[src/design/olist_pkg.sv]
// shared types, constants and codes for the ordered list engine
package olist_pkg;

  localparam int CAPACITY = 16;
  localparam int IDX_W    = $clog2(CAPACITY);
  localparam int CNT_W    = $clog2(CAPACITY + 1);
  localparam int DATA_W   = 32;
  localparam int POS_W    = 5;
  localparam int CMD_W    = 2;
  localparam int STAT_W   = 3;

  typedef enum logic [CMD_W-1:0] {
    CMD_INSERT  = 2'd0,
    CMD_DEL_POS = 2'd1,
    CMD_DEL_VAL = 2'd2,
    CMD_READ    = 2'd3
  } cmd_e;

  typedef enum logic [STAT_W-1:0] {
    ST_OK       = 3'd0,
    ST_BADPOS   = 3'd1,
    ST_EMPTY    = 3'd2,
    ST_NOTFOUND = 3'd3,
    ST_FULL     = 3'd4
  } status_e;

  typedef enum logic [1:0] {
    PTR_COUNT = 2'd0,
    PTR_POS   = 2'd1,
    PTR_ZERO  = 2'd2,
    PTR_MATCH = 2'd3
  } ptr_sel_e;

  typedef enum logic [7:0] {
    S_IDLE     = 8'b0000_0001,
    S_SHIFT_UP = 8'b0000_0010,
    S_INS_WR   = 8'b0000_0100,
    S_SHIFT_DN = 8'b0000_1000,
    S_SEARCH   = 8'b0001_0000,
    S_RD_ISSUE = 8'b0010_0000,
    S_RD_WAIT  = 8'b0100_0000,
    S_EMIT     = 8'b1000_0000
  } state_e;

  typedef struct packed {
    logic     capture;
    logic     load;
    ptr_sel_e ptr_sel;
    logic     step_up;
    logic     step_dn;
    logic     srch_step;
    logic     rd_issue;
    logic     rd_emit;
    logic     ins_write;
    logic     cnt_inc;
    logic     cnt_dec;
    logic     st_load;
    status_e  st_code;
    logic     emit;
  } olist_ctl_t;

  typedef struct packed {
    logic ins_pos_ok;
    logic del_pos_ok;
    logic empty;
    logic full;
    logic up_done;
    logic walk_done;
    logic wr_pend;
    logic rd_vld;
    logic match;
    logic rd_last;
    logic out_free;
  } olist_sts_t;

endpackage

[src/design/olist_ctrl.sv]
// command sequencer for the ordered list engine
module olist_ctrl (
  input  logic                   clk_i,
  input  logic                   rst_ni,
  input  logic                   in_valid_i,
  input  olist_pkg::cmd_e        cmd_i,
  input  olist_pkg::olist_sts_t  sts_i,
  output logic                   in_ready_o,
  output olist_pkg::olist_ctl_t  ctl_o
);

  olist_pkg::state_e state_q, state_d;

  assign in_ready_o = (state_q == olist_pkg::S_IDLE);

  always_comb begin
    state_d = state_q;
    ctl_o   = '0;
    case (state_q)
      olist_pkg::S_IDLE: begin
        if (in_valid_i) begin
          ctl_o.capture = 1'b1;
          ctl_o.st_load = 1'b1;
          case (cmd_i)
            olist_pkg::CMD_INSERT: begin
              if (!sts_i.ins_pos_ok) begin
                ctl_o.st_code = olist_pkg::ST_BADPOS;
                state_d       = olist_pkg::S_EMIT;
              end else if (sts_i.full) begin
                ctl_o.st_code = olist_pkg::ST_FULL;
                state_d       = olist_pkg::S_EMIT;
              end else begin
                ctl_o.st_code = olist_pkg::ST_OK;
                ctl_o.load    = 1'b1;
                ctl_o.ptr_sel = olist_pkg::PTR_COUNT;
                state_d       = olist_pkg::S_SHIFT_UP;
              end
            end
            olist_pkg::CMD_DEL_POS: begin
              if (sts_i.empty) begin
                ctl_o.st_code = olist_pkg::ST_EMPTY;
                state_d       = olist_pkg::S_EMIT;
              end else if (!sts_i.del_pos_ok) begin
                ctl_o.st_code = olist_pkg::ST_BADPOS;
                state_d       = olist_pkg::S_EMIT;
              end else begin
                ctl_o.st_code = olist_pkg::ST_OK;
                ctl_o.load    = 1'b1;
                ctl_o.ptr_sel = olist_pkg::PTR_POS;
                state_d       = olist_pkg::S_SHIFT_DN;
              end
            end
            olist_pkg::CMD_DEL_VAL: begin
              if (sts_i.empty) begin
                ctl_o.st_code = olist_pkg::ST_EMPTY;
                state_d       = olist_pkg::S_EMIT;
              end else begin
                ctl_o.st_code = olist_pkg::ST_NOTFOUND;
                ctl_o.load    = 1'b1;
                ctl_o.ptr_sel = olist_pkg::PTR_ZERO;
                state_d       = olist_pkg::S_SEARCH;
              end
            end
            default: begin
              if (sts_i.empty) begin
                ctl_o.st_code = olist_pkg::ST_EMPTY;
                state_d       = olist_pkg::S_EMIT;
              end else begin
                ctl_o.st_code = olist_pkg::ST_OK;
                ctl_o.load    = 1'b1;
                ctl_o.ptr_sel = olist_pkg::PTR_ZERO;
                state_d       = olist_pkg::S_RD_ISSUE;
              end
            end
          endcase
        end
      end
      olist_pkg::S_SHIFT_UP: begin
        if (!sts_i.up_done) begin
          ctl_o.step_up = 1'b1;
        end else if (!sts_i.wr_pend) begin
          state_d = olist_pkg::S_INS_WR;
        end
      end
      olist_pkg::S_INS_WR: begin
        ctl_o.ins_write = 1'b1;
        ctl_o.cnt_inc   = 1'b1;
        state_d         = olist_pkg::S_EMIT;
      end
      olist_pkg::S_SHIFT_DN: begin
        if (!sts_i.walk_done) begin
          ctl_o.step_dn = 1'b1;
        end else if (!sts_i.wr_pend) begin
          ctl_o.cnt_dec = 1'b1;
          state_d       = olist_pkg::S_EMIT;
        end
      end
      olist_pkg::S_SEARCH: begin
        if (sts_i.match) begin
          ctl_o.st_load = 1'b1;
          ctl_o.st_code = olist_pkg::ST_OK;
          ctl_o.load    = 1'b1;
          ctl_o.ptr_sel = olist_pkg::PTR_MATCH;
          state_d       = olist_pkg::S_SHIFT_DN;
        end else if (!sts_i.walk_done) begin
          ctl_o.srch_step = 1'b1;
        end else if (!sts_i.rd_vld) begin
          state_d = olist_pkg::S_EMIT;
        end
      end
      olist_pkg::S_RD_ISSUE: begin
        ctl_o.rd_issue = 1'b1;
        state_d        = olist_pkg::S_RD_WAIT;
      end
      olist_pkg::S_RD_WAIT: begin
        if (sts_i.out_free) begin
          ctl_o.rd_emit = 1'b1;
          state_d       = sts_i.rd_last ? olist_pkg::S_IDLE : olist_pkg::S_RD_ISSUE;
        end
      end
      olist_pkg::S_EMIT: begin
        if (sts_i.out_free) begin
          ctl_o.emit = 1'b1;
          state_d    = olist_pkg::S_IDLE;
        end
      end
      default: begin
        state_d = olist_pkg::S_IDLE;
      end
    endcase
  end

  always_ff @(posedge clk_i or negedge rst_ni) begin
    if (!rst_ni) begin
      state_q <= olist_pkg::S_IDLE;
    end else begin
      state_q <= state_d;
    end
  end

endmodule

[src/design/olist_dpath.sv]
// element store, walk pointer, count and result register of the ordered list engine
module olist_dpath (
  input  logic                                clk_i,
  input  logic                                rst_ni,
  input  olist_pkg::olist_ctl_t               ctl_i,
  input  logic [olist_pkg::POS_W-1:0]         position_i,
  input  logic signed [olist_pkg::DATA_W-1:0] item_value_i,
  input  logic                                out_ready_i,
  output olist_pkg::olist_sts_t               sts_o,
  output logic                                out_valid_o,
  output logic [olist_pkg::STAT_W-1:0]        status_o,
  output logic signed [olist_pkg::DATA_W-1:0] read_value_o,
  output logic [olist_pkg::CNT_W-1:0]         element_count_o,
  output logic                                last_of_run_o
);

  localparam int IW = olist_pkg::IDX_W;
  localparam int CW = olist_pkg::CNT_W;
  localparam int DW = olist_pkg::DATA_W;

  logic [DW-1:0] mem [olist_pkg::CAPACITY];
  logic [DW-1:0] rdata_q;
  logic          mem_we, mem_re;
  logic [IW-1:0] mem_waddr, mem_raddr;
  logic [DW-1:0] mem_wdata;

  logic [CW-1:0] count_q, count_d;
  logic [CW-1:0] j_q, j_d;
  logic [CW-1:0] jm1, jp1;
  logic [CW-1:0] k_q;
  logic [DW-1:0] val_q;
  logic          wr_pend_q;
  logic [IW-1:0] wr_addr_q;
  logic          rd_vld_q;
  logic [IW-1:0] rd_idx_q;
  logic [olist_pkg::STAT_W-1:0] stat_q;

  logic          out_valid_q;
  logic [olist_pkg::STAT_W-1:0] out_status_q;
  logic [DW-1:0] out_value_q;
  logic [CW-1:0] out_count_q;
  logic          out_last_q;
  logic          out_load;
  logic [CW:0]   pos_ext;
  logic [CW:0]   cnt_p1;

  assign jm1     = j_q - CW'(1);
  assign jp1     = j_q + CW'(1);
  assign pos_ext = {1'b0, CW'(position_i)};
  assign cnt_p1  = {1'b0, count_q} + (CW + 1)'(1);

  always_comb begin
    sts_o.ins_pos_ok = (position_i != '0) && (pos_ext <= cnt_p1);
    sts_o.del_pos_ok = (position_i != '0) && (CW'(position_i) <= count_q);
    sts_o.empty      = (count_q == '0);
    sts_o.full       = (count_q == CW'(olist_pkg::CAPACITY));
    sts_o.up_done    = (j_q <= k_q);
    sts_o.walk_done  = (j_q >= count_q);
    sts_o.wr_pend    = wr_pend_q;
    sts_o.rd_vld     = rd_vld_q;
    sts_o.match      = rd_vld_q && (rdata_q == val_q);
    sts_o.rd_last    = (jp1 == count_q);
    sts_o.out_free   = !out_valid_q || out_ready_i;
  end

  assign mem_we    = wr_pend_q | ctl_i.ins_write;
  assign mem_waddr = ctl_i.ins_write ? k_q[IW-1:0] : wr_addr_q;
  assign mem_wdata = ctl_i.ins_write ? val_q : rdata_q;
  assign mem_re    = ctl_i.step_up | ctl_i.step_dn | ctl_i.srch_step | ctl_i.rd_issue;
  assign mem_raddr = ctl_i.step_up ? jm1[IW-1:0] : j_q[IW-1:0];

  always_ff @(posedge clk_i) begin
    if (mem_we) begin
      mem[mem_waddr] <= mem_wdata;
    end
    if (mem_re) begin
      rdata_q <= mem[mem_raddr];
    end
  end

  always_comb begin
    j_d = j_q;
    if (ctl_i.load) begin
      case (ctl_i.ptr_sel)
        olist_pkg::PTR_COUNT: j_d = count_q;
        olist_pkg::PTR_POS:   j_d = CW'(position_i);
        olist_pkg::PTR_ZERO:  j_d = '0;
        olist_pkg::PTR_MATCH: j_d = CW'(rd_idx_q) + CW'(1);
        default:              j_d = '0;
      endcase
    end else if (ctl_i.step_up) begin
      j_d = jm1;
    end else if (ctl_i.step_dn || ctl_i.srch_step || ctl_i.rd_emit) begin
      j_d = jp1;
    end
  end

  always_comb begin
    count_d = count_q;
    if (ctl_i.cnt_inc) begin
      count_d = count_q + CW'(1);
    end else if (ctl_i.cnt_dec) begin
      count_d = count_q - CW'(1);
    end
  end

  assign out_load = ctl_i.emit | ctl_i.rd_emit;

  always_ff @(posedge clk_i or negedge rst_ni) begin
    if (!rst_ni) begin
      count_q     <= '0;
      j_q         <= '0;
      wr_pend_q   <= 1'b0;
      rd_vld_q    <= 1'b0;
      out_valid_q <= 1'b0;
    end else begin
      count_q   <= count_d;
      j_q       <= j_d;
      wr_pend_q <= ctl_i.step_up | ctl_i.step_dn;
      rd_vld_q  <= ctl_i.srch_step;
      if (out_load) begin
        out_valid_q <= 1'b1;
      end else if (out_ready_i) begin
        out_valid_q <= 1'b0;
      end
    end
  end

  always_ff @(posedge clk_i) begin
    if (ctl_i.capture) begin
      k_q   <= CW'(position_i) - CW'(1);
      val_q <= $unsigned(item_value_i);
    end
    if (ctl_i.st_load) begin
      stat_q <= ctl_i.st_code;
    end
    if (ctl_i.step_up) begin
      wr_addr_q <= j_q[IW-1:0];
    end else if (ctl_i.step_dn) begin
      wr_addr_q <= jm1[IW-1:0];
    end
    if (ctl_i.srch_step) begin
      rd_idx_q <= j_q[IW-1:0];
    end
    if (ctl_i.emit) begin
      out_status_q <= stat_q;
      out_value_q  <= '0;
      out_count_q  <= count_q;
      out_last_q   <= 1'b1;
    end else if (ctl_i.rd_emit) begin
      out_status_q <= olist_pkg::ST_OK;
      out_value_q  <= rdata_q;
      out_count_q  <= count_q;
      out_last_q   <= sts_o.rd_last;
    end
  end

  assign out_valid_o     = out_valid_q;
  assign status_o        = out_status_q;
  assign read_value_o    = $signed(out_value_q);
  assign element_count_o = out_count_q;
  assign last_of_run_o   = out_last_q;

endmodule

[src/design/ordered_list_engine_top.sv]
// top level of the ordered list engine: bounded ordered list of signed 32-bit values
//
// requests enter on in_valid_i/in_ready_o with cmd_i, position_i and item_value_i;
// results leave on out_valid_o/out_ready_i, one per request except read all of a
// non-empty list, which gives one result per element with last_of_run_o on the last
// in_ready_o is high only while the sequencer is idle: one request at a time
// a rejected request (bad position, full, empty) skips the walk and goes straight to the result
// insert at position p with n held walks n-p+1 elements
// delete at position p walks n-p elements
// delete by value scans one element a cycle until a match, then shifts the rest
// read all reads the elements one at a time through the single memory read port
// a result waits in the output register while the next request is taken; a stalled
// receiver holds the sequencer only when it has a further result to hand over
// reset empties the list at once; the element store itself is not cleared
module ordered_list_engine_top (
  input  logic                                clk_i,
  input  logic                                rst_ni,
  input  logic                                in_valid_i,
  output logic                                in_ready_o,
  input  logic [olist_pkg::CMD_W-1:0]         cmd_i,
  input  logic [olist_pkg::POS_W-1:0]         position_i,
  input  logic signed [olist_pkg::DATA_W-1:0] item_value_i,
  output logic                                out_valid_o,
  input  logic                                out_ready_i,
  output logic [olist_pkg::STAT_W-1:0]        status_o,
  output logic signed [olist_pkg::DATA_W-1:0] read_value_o,
  output logic [olist_pkg::CNT_W-1:0]         element_count_o,
  output logic                                last_of_run_o
);

  olist_pkg::olist_ctl_t ctl;
  olist_pkg::olist_sts_t sts;

  olist_ctrl u_ctrl (
    .clk_i      (clk_i),
    .rst_ni     (rst_ni),
    .in_valid_i (in_valid_i),
    .cmd_i      (olist_pkg::cmd_e'(cmd_i)),
    .sts_i      (sts),
    .in_ready_o (in_ready_o),
    .ctl_o      (ctl)
  );

  olist_dpath u_dpath (
    .clk_i           (clk_i),
    .rst_ni          (rst_ni),
    .ctl_i           (ctl),
    .position_i      (position_i),
    .item_value_i    (item_value_i),
    .out_ready_i     (out_ready_i),
    .sts_o           (sts),
    .out_valid_o     (out_valid_o),
    .status_o        (status_o),
    .read_value_o    (read_value_o),
    .element_count_o (element_count_o),
    .last_of_run_o   (last_of_run_o)
  );

endmodule
[config.mk]
export PLATFORM = sky130hd
export DESIGN_NAME = ordered_list_engine_top
export DESIGN_NICKNAME = d
export VERILOG_FILES = /design/src/design/olist_pkg.sv /design/src/design/olist_ctrl.sv /design/src/design/olist_dpath.sv /design/src/design/ordered_list_engine_top.sv
export SDC_FILE = /design/constraint.sdc
export NUM_CORES = 1
export LEC_CHECK = 0
export BUFFER_PORTS_ARGS = -buffer_cell sky130_fd_sc_hd__buf_2
export CAP_MARGIN = 20
export CORE_MARGIN = 2
export CORE_UTILIZATION = 50
export CTS_CLUSTER_DIAMETER = 120
export DETAILED_ROUTE_END_ITERATION = 8
export PLACE_DENSITY = 0.67
export RECOVER_POWER = 50
export SLEW_MARGIN = 15
export SYNTH_ARGS = -nofsm -noshare
export SYNTH_HDL_FRONTEND = slang
export SYNTH_SLANG_ARGS = --single-unit
[constraint.sdc]
create_clock -name clk_i -period 3.5 [get_ports clk_i]
set_clock_uncertainty 0.1 [all_clocks]
set_input_delay 0.175 -clock clk_i [delete_from_list [all_inputs] [get_ports clk_i]]
set_output_delay 0.175 -clock clk_i [all_outputs]
set_load 0.02 [all_outputs]
==> results.txt <==
- Worst min-delay path category: primary input to flip-flop
* Worst Path Required: 3.73 ns
- The largest single stage delay on the critical path is 0.43 ns.
- The initial utilization of the core area, before any placement, comes to 0.508.
* Total die area: 0.0556 mm2
- Pin count of the biggest net entering global routing: 42
- At the worst endpoint, the arrival time is 3.75 ns.
- Width of the chip: 236 um
- Dpl hpwl: 41,700 um
* Number of core rows: 84
* Count of flip-flops with a built-in enable after synthesis: 600
* Seq cells post-synth: 654
- Slowest library cell on the worst path: edfxtp_1
* Antenna viol nets, final: 0
- The first routing iteration left 1,888 violations.
* Failing checks: negative setup slack
- Average routed wire per standard cell: 25.7 um
- Number of H-tree branching levels: 3
- Crit path kind: flip-flop to flip-flop
- Final instance area: 0.0327 mm2
- Setup-violating endpoint count in the final report: 5
- Maximum vdd ir drop: 438 uV
- Portion of the clock cycle consumed by the worst path in the final layout: 1.01
- Summing all placed instances gives a cell area of 0.0292 mm2.
- Unrepaired setup endpoints after global routing: true
* Maximum clock rate: 284 MHz
* Yosys warns: 0
- During placement, the flow inserted port buffers numbering 85.
- In the routed layout, each cell is associated on average with a via count of 5.99.
- Root buffer cell: clkbuf_16
- Summing over every cut layer, the via total after detailed routing is 16.9k.
- Syn_area_per_cell: 15.0 um2
- In this run the worst path has a maximum fanout of 8.
* Gp weighted congestion: 0.835
- Nets in the synthesized netlist: 1,862
- Part of the Yosys area used for sequential elements: 0.715
* Top-area cell type share of the netlist area: 0.671
* Leftover overflow at the end of global routing: 0
* Period minus WS final: 3.52 ns
- Top delay family on crit path: buffers and inverters
* Wire length reported by the detailed router: 72,300 um
- Vias in the first global route: 16.2k
- The largest total area in the synthesized netlist belongs to edfxtp_1.
- Largest cells by area after synthesis: edfxtp_1 67%, mux2i_1 7.6%, nand2_1 3.2%
* Total global-route track usage: 0.251
- Crit path capture type: flip-flop
* Total power: 23.2 mW
- The repair_antennas step left the layout with diodes totalling 0.
* Total power density per cell area: 709 mW/mm2
* Syn Std Cell Area: 0.0268 mm2
- The flow ran to the end, but the final reports show violations.
- Synth-to-Final Area Change: 22.0%
* Setup WS post-layout: -0.0227 ns
- Among all flip-flop cells after synthesis, the most frequent one is edfxtp_1.
* Final max-slew violation count: 0
- The die is 236 um tall.
- Initial antenna violation count: 1
- Final count of hold timing violations: 0
- During I/O placement, the number of pins put on the boundary was 86.
- In this run the standard cell core region covers 0.0529 mm2.
- Max-slew headroom at the worst pin: 0.236
- TritonCTS created 68 clock buffers.
* Async set-or-reset flop fraction in the synthesized netlist: 0.0321
- CTS tree: done
- Unique cell type count in the Yosys netlist: 69
- Gate count after technology mapping: 1,787
* CP cell instances: inv_2, ha_4, and4_1, a21oi_2, o211ai_4, mux2i_4, buf_12, buf_6, clkbuf_16, buf_16, buf_8, mux2i_1, o22a_1, o221ai_1, or4_1
- Counting both buffers and inverters, the worst setup path holds a total of 6.
- Actual transition at the worst max-transition pin: 1.14 ns
* Max clock buf depth: 3
- Number of clock sinks: 654
- Across the run, the number of max-cap violations was 0.
- For this run, the detailed router's first-pass iteration total came to 5.
* Crit path launch type: flip-flop
- Clock slew at the register clock pins of the worst setup and hold paths: 0.06 ns
- The analysis attributes to cell leakage a power of 11.1 nW.
- Clock latency on the worst-skew pair, taken at its later pin, is 0.61 ns.
- The net count of the finished layout is 2,148.
- Of the cells placed in the final design, the portion with a size suffix greater than 1 is 0.186.
- The first global-routing pass estimated 103,000 um of wire.
* Post-route DRC violation count: 0
metal layers:
metal	up-vias	track usage	part of all wire	wire length, um
li1	7435	-	-	-
met1	8441	0.356	0.41	29700
met2	853	0.397	0.46	33400
met3	126	0.0433	0.10	7200
met4	0	0.0828	0.027	1920
met5	-	0	0	0
flip-flops by register name, indices dropped and copies added (netlist names):
register,flops
u_dpath.read_value_o,32
u_dpath.last_of_run_o,1
u_dpath.wr_pend_q,1
u_dpath.wr_addr_q,4
u_dpath.val_q,32
u_dpath.k_q,5
u_dpath.out_valid_o,1
u_dpath.count_q,5
u_dpath.rd_vld_q,1
u_dpath.j_q,5
u_dpath.rdata_q,32
u_dpath.mem,512
u_ctrl.state_q,8
u_dpath.stat_q,3
u_dpath.status_o,3
u_dpath.element_count_o,5
u_dpath.rd_idx_q,4
cell usage after synthesis (33+ instances only):
cell and count:
a21oi_1 112, mux2_2 35, or4_1 33, nand2_1 231, mux2i_1 205, xnor2_1 37, o22ai_1 34, clkbuf_1 37
dfxtp_1 33, nor2_1 48, edfxtp_1 600
per-stage QoR:
stage | setup WS, ns | hold slack, ns | TNS (ns) | instances | utilization
2_1_floorplan | 0.0451 | -0.221 | 0 | 1787 | -
3_3_place_gp | 0.0219 | 0.0719 | 0 | 2599 | 0.552
3_5_place_dp | -0.0136 | 0.0714 | -0.0173 | 2600 | 0.553
4_1_cts | -0.00257 | 0.00736 | -0.00257 | 2770 | 0.606
5_1_grt | -0.117 | 0.0654 | -1.43 | 2815 | 0.619
6_report | -0.0227 | 0.0346 | -0.0476 | 2815 | 0.619
worst reg2reg max path, stage by stage (launching register included):
cell,delay [ns]
edfxtp_1,0.43
inv_2,0.11
ha_4,0.20
and4_1,0.20
a21oi_2,0.24
o211ai_4,0.15
mux2i_4,0.24
buf_12,0.14
buf_6,0.09
clkbuf_16,0.16
buf_16,0.14
buf_8,0.13
mux2i_1,0.20
o22a_1,0.17
o221ai_1,0.11
or4_1,0.42
cells by family (layout without fill, tap and decap cells):
family,count (synthesis),in the layout,synth area share
compound gates,274,274,0.0683
fa+ha+maj,32,32,0.0152
flops,654,654,0.715
buf+inv,117,457,0.0210
mux,240,240,0.0911
xor+xnor,47,47,0.0153
simple gates,423,423,0.0737
what timing repair did:
item | 4_1_cts | 5_1_grt
setup endpoints to repair | 5 | 31
pin swaps | 1 | 21
gates cloned | 0 | 13
endpoints found under the hold margin | 67 | 0
resized for setup | 0 | 53
buffers inserted | 0 | 33
hold buffers | 46 | 0
placed cells by master, fill, tap and decap left out, types with 7 or more instances in the layout:
master           n
xor2_1          10
or4_1           32
xnor2_1         37
buf_12          34
dfrtp_1         20
inv_1           27
nor3_1          20
o22ai_1         34
nand2b_1        16
o22a_1          32
mux2_2          35
a31oi_1          8
clkinv_1        11
mux2i_1        196
edfxtp_1       600
buf_6           13
clkinv_2        10
nand4_1          9
nand3_1         18
clkbuf_1        67
o221ai_1        30
mux2i_2          8
bufinv_16       10
o21ai_0         12
a21oi_1        110
buf_4           99
nor2b_1         11
nand2_1        227
dfxtp_1         33
nor2_1          32
dlygate4sd3_1   46
a21o_1           7
buf_2           35
clkbuf_16       84
nor2_4          16
ha_1            28
worst paths after layout:
kind | to | cells after the start | startpoint | slack (ns)
max | u_dpath.rdata_q[5]$_DFFE_PP_ | 15 | u_dpath.k_q[3]$_DFFE_PP_ | -0.02
min | u_dpath.k_q[1]$_DFFE_PP_ | 4 | position_i[1] | 0.03
max reg2reg | u_dpath.rdata_q[5]$_DFFE_PP_ | 15 | u_dpath.k_q[3]$_DFFE_PP_ | -0.02
min reg2reg | u_dpath.read_value_o[23]$_SDFFE_PP0P_ | 2 | u_dpath.read_value_o[23]$_SDFFE_PP0P_ | 0.36
max in group asynchronous | u_dpath.j_q[1]$_DFFE_PN0P_ | 4 | rst_ni | 1.22
min in group asynchronous | u_ctrl.state_q[0]$_DFFE_PN1P_ | 3 | rst_ni | 0.65
layout make-up:
cell class                      instances  area [um2]
Fill cell                            3820       20100
Clock inverter                         35         423
Inverter                               33         124
Clock buffer                           89        1920
Tap cell                              688         861
Sequential cell                       654       19200
Multi-Input combinational cell       1016        7350
Timing Repair Buffer                  300        2870
power by group:
group | internal [mW] | total [mW] | switching, mW
Combinational | 2.81 | 6.34 | 3.53
Clock | 4.60 | 7.54 | 2.95
Sequential | 9.06 | 9.32 | 0.267
No activity file was read; power rests on OpenSTA's default activity.
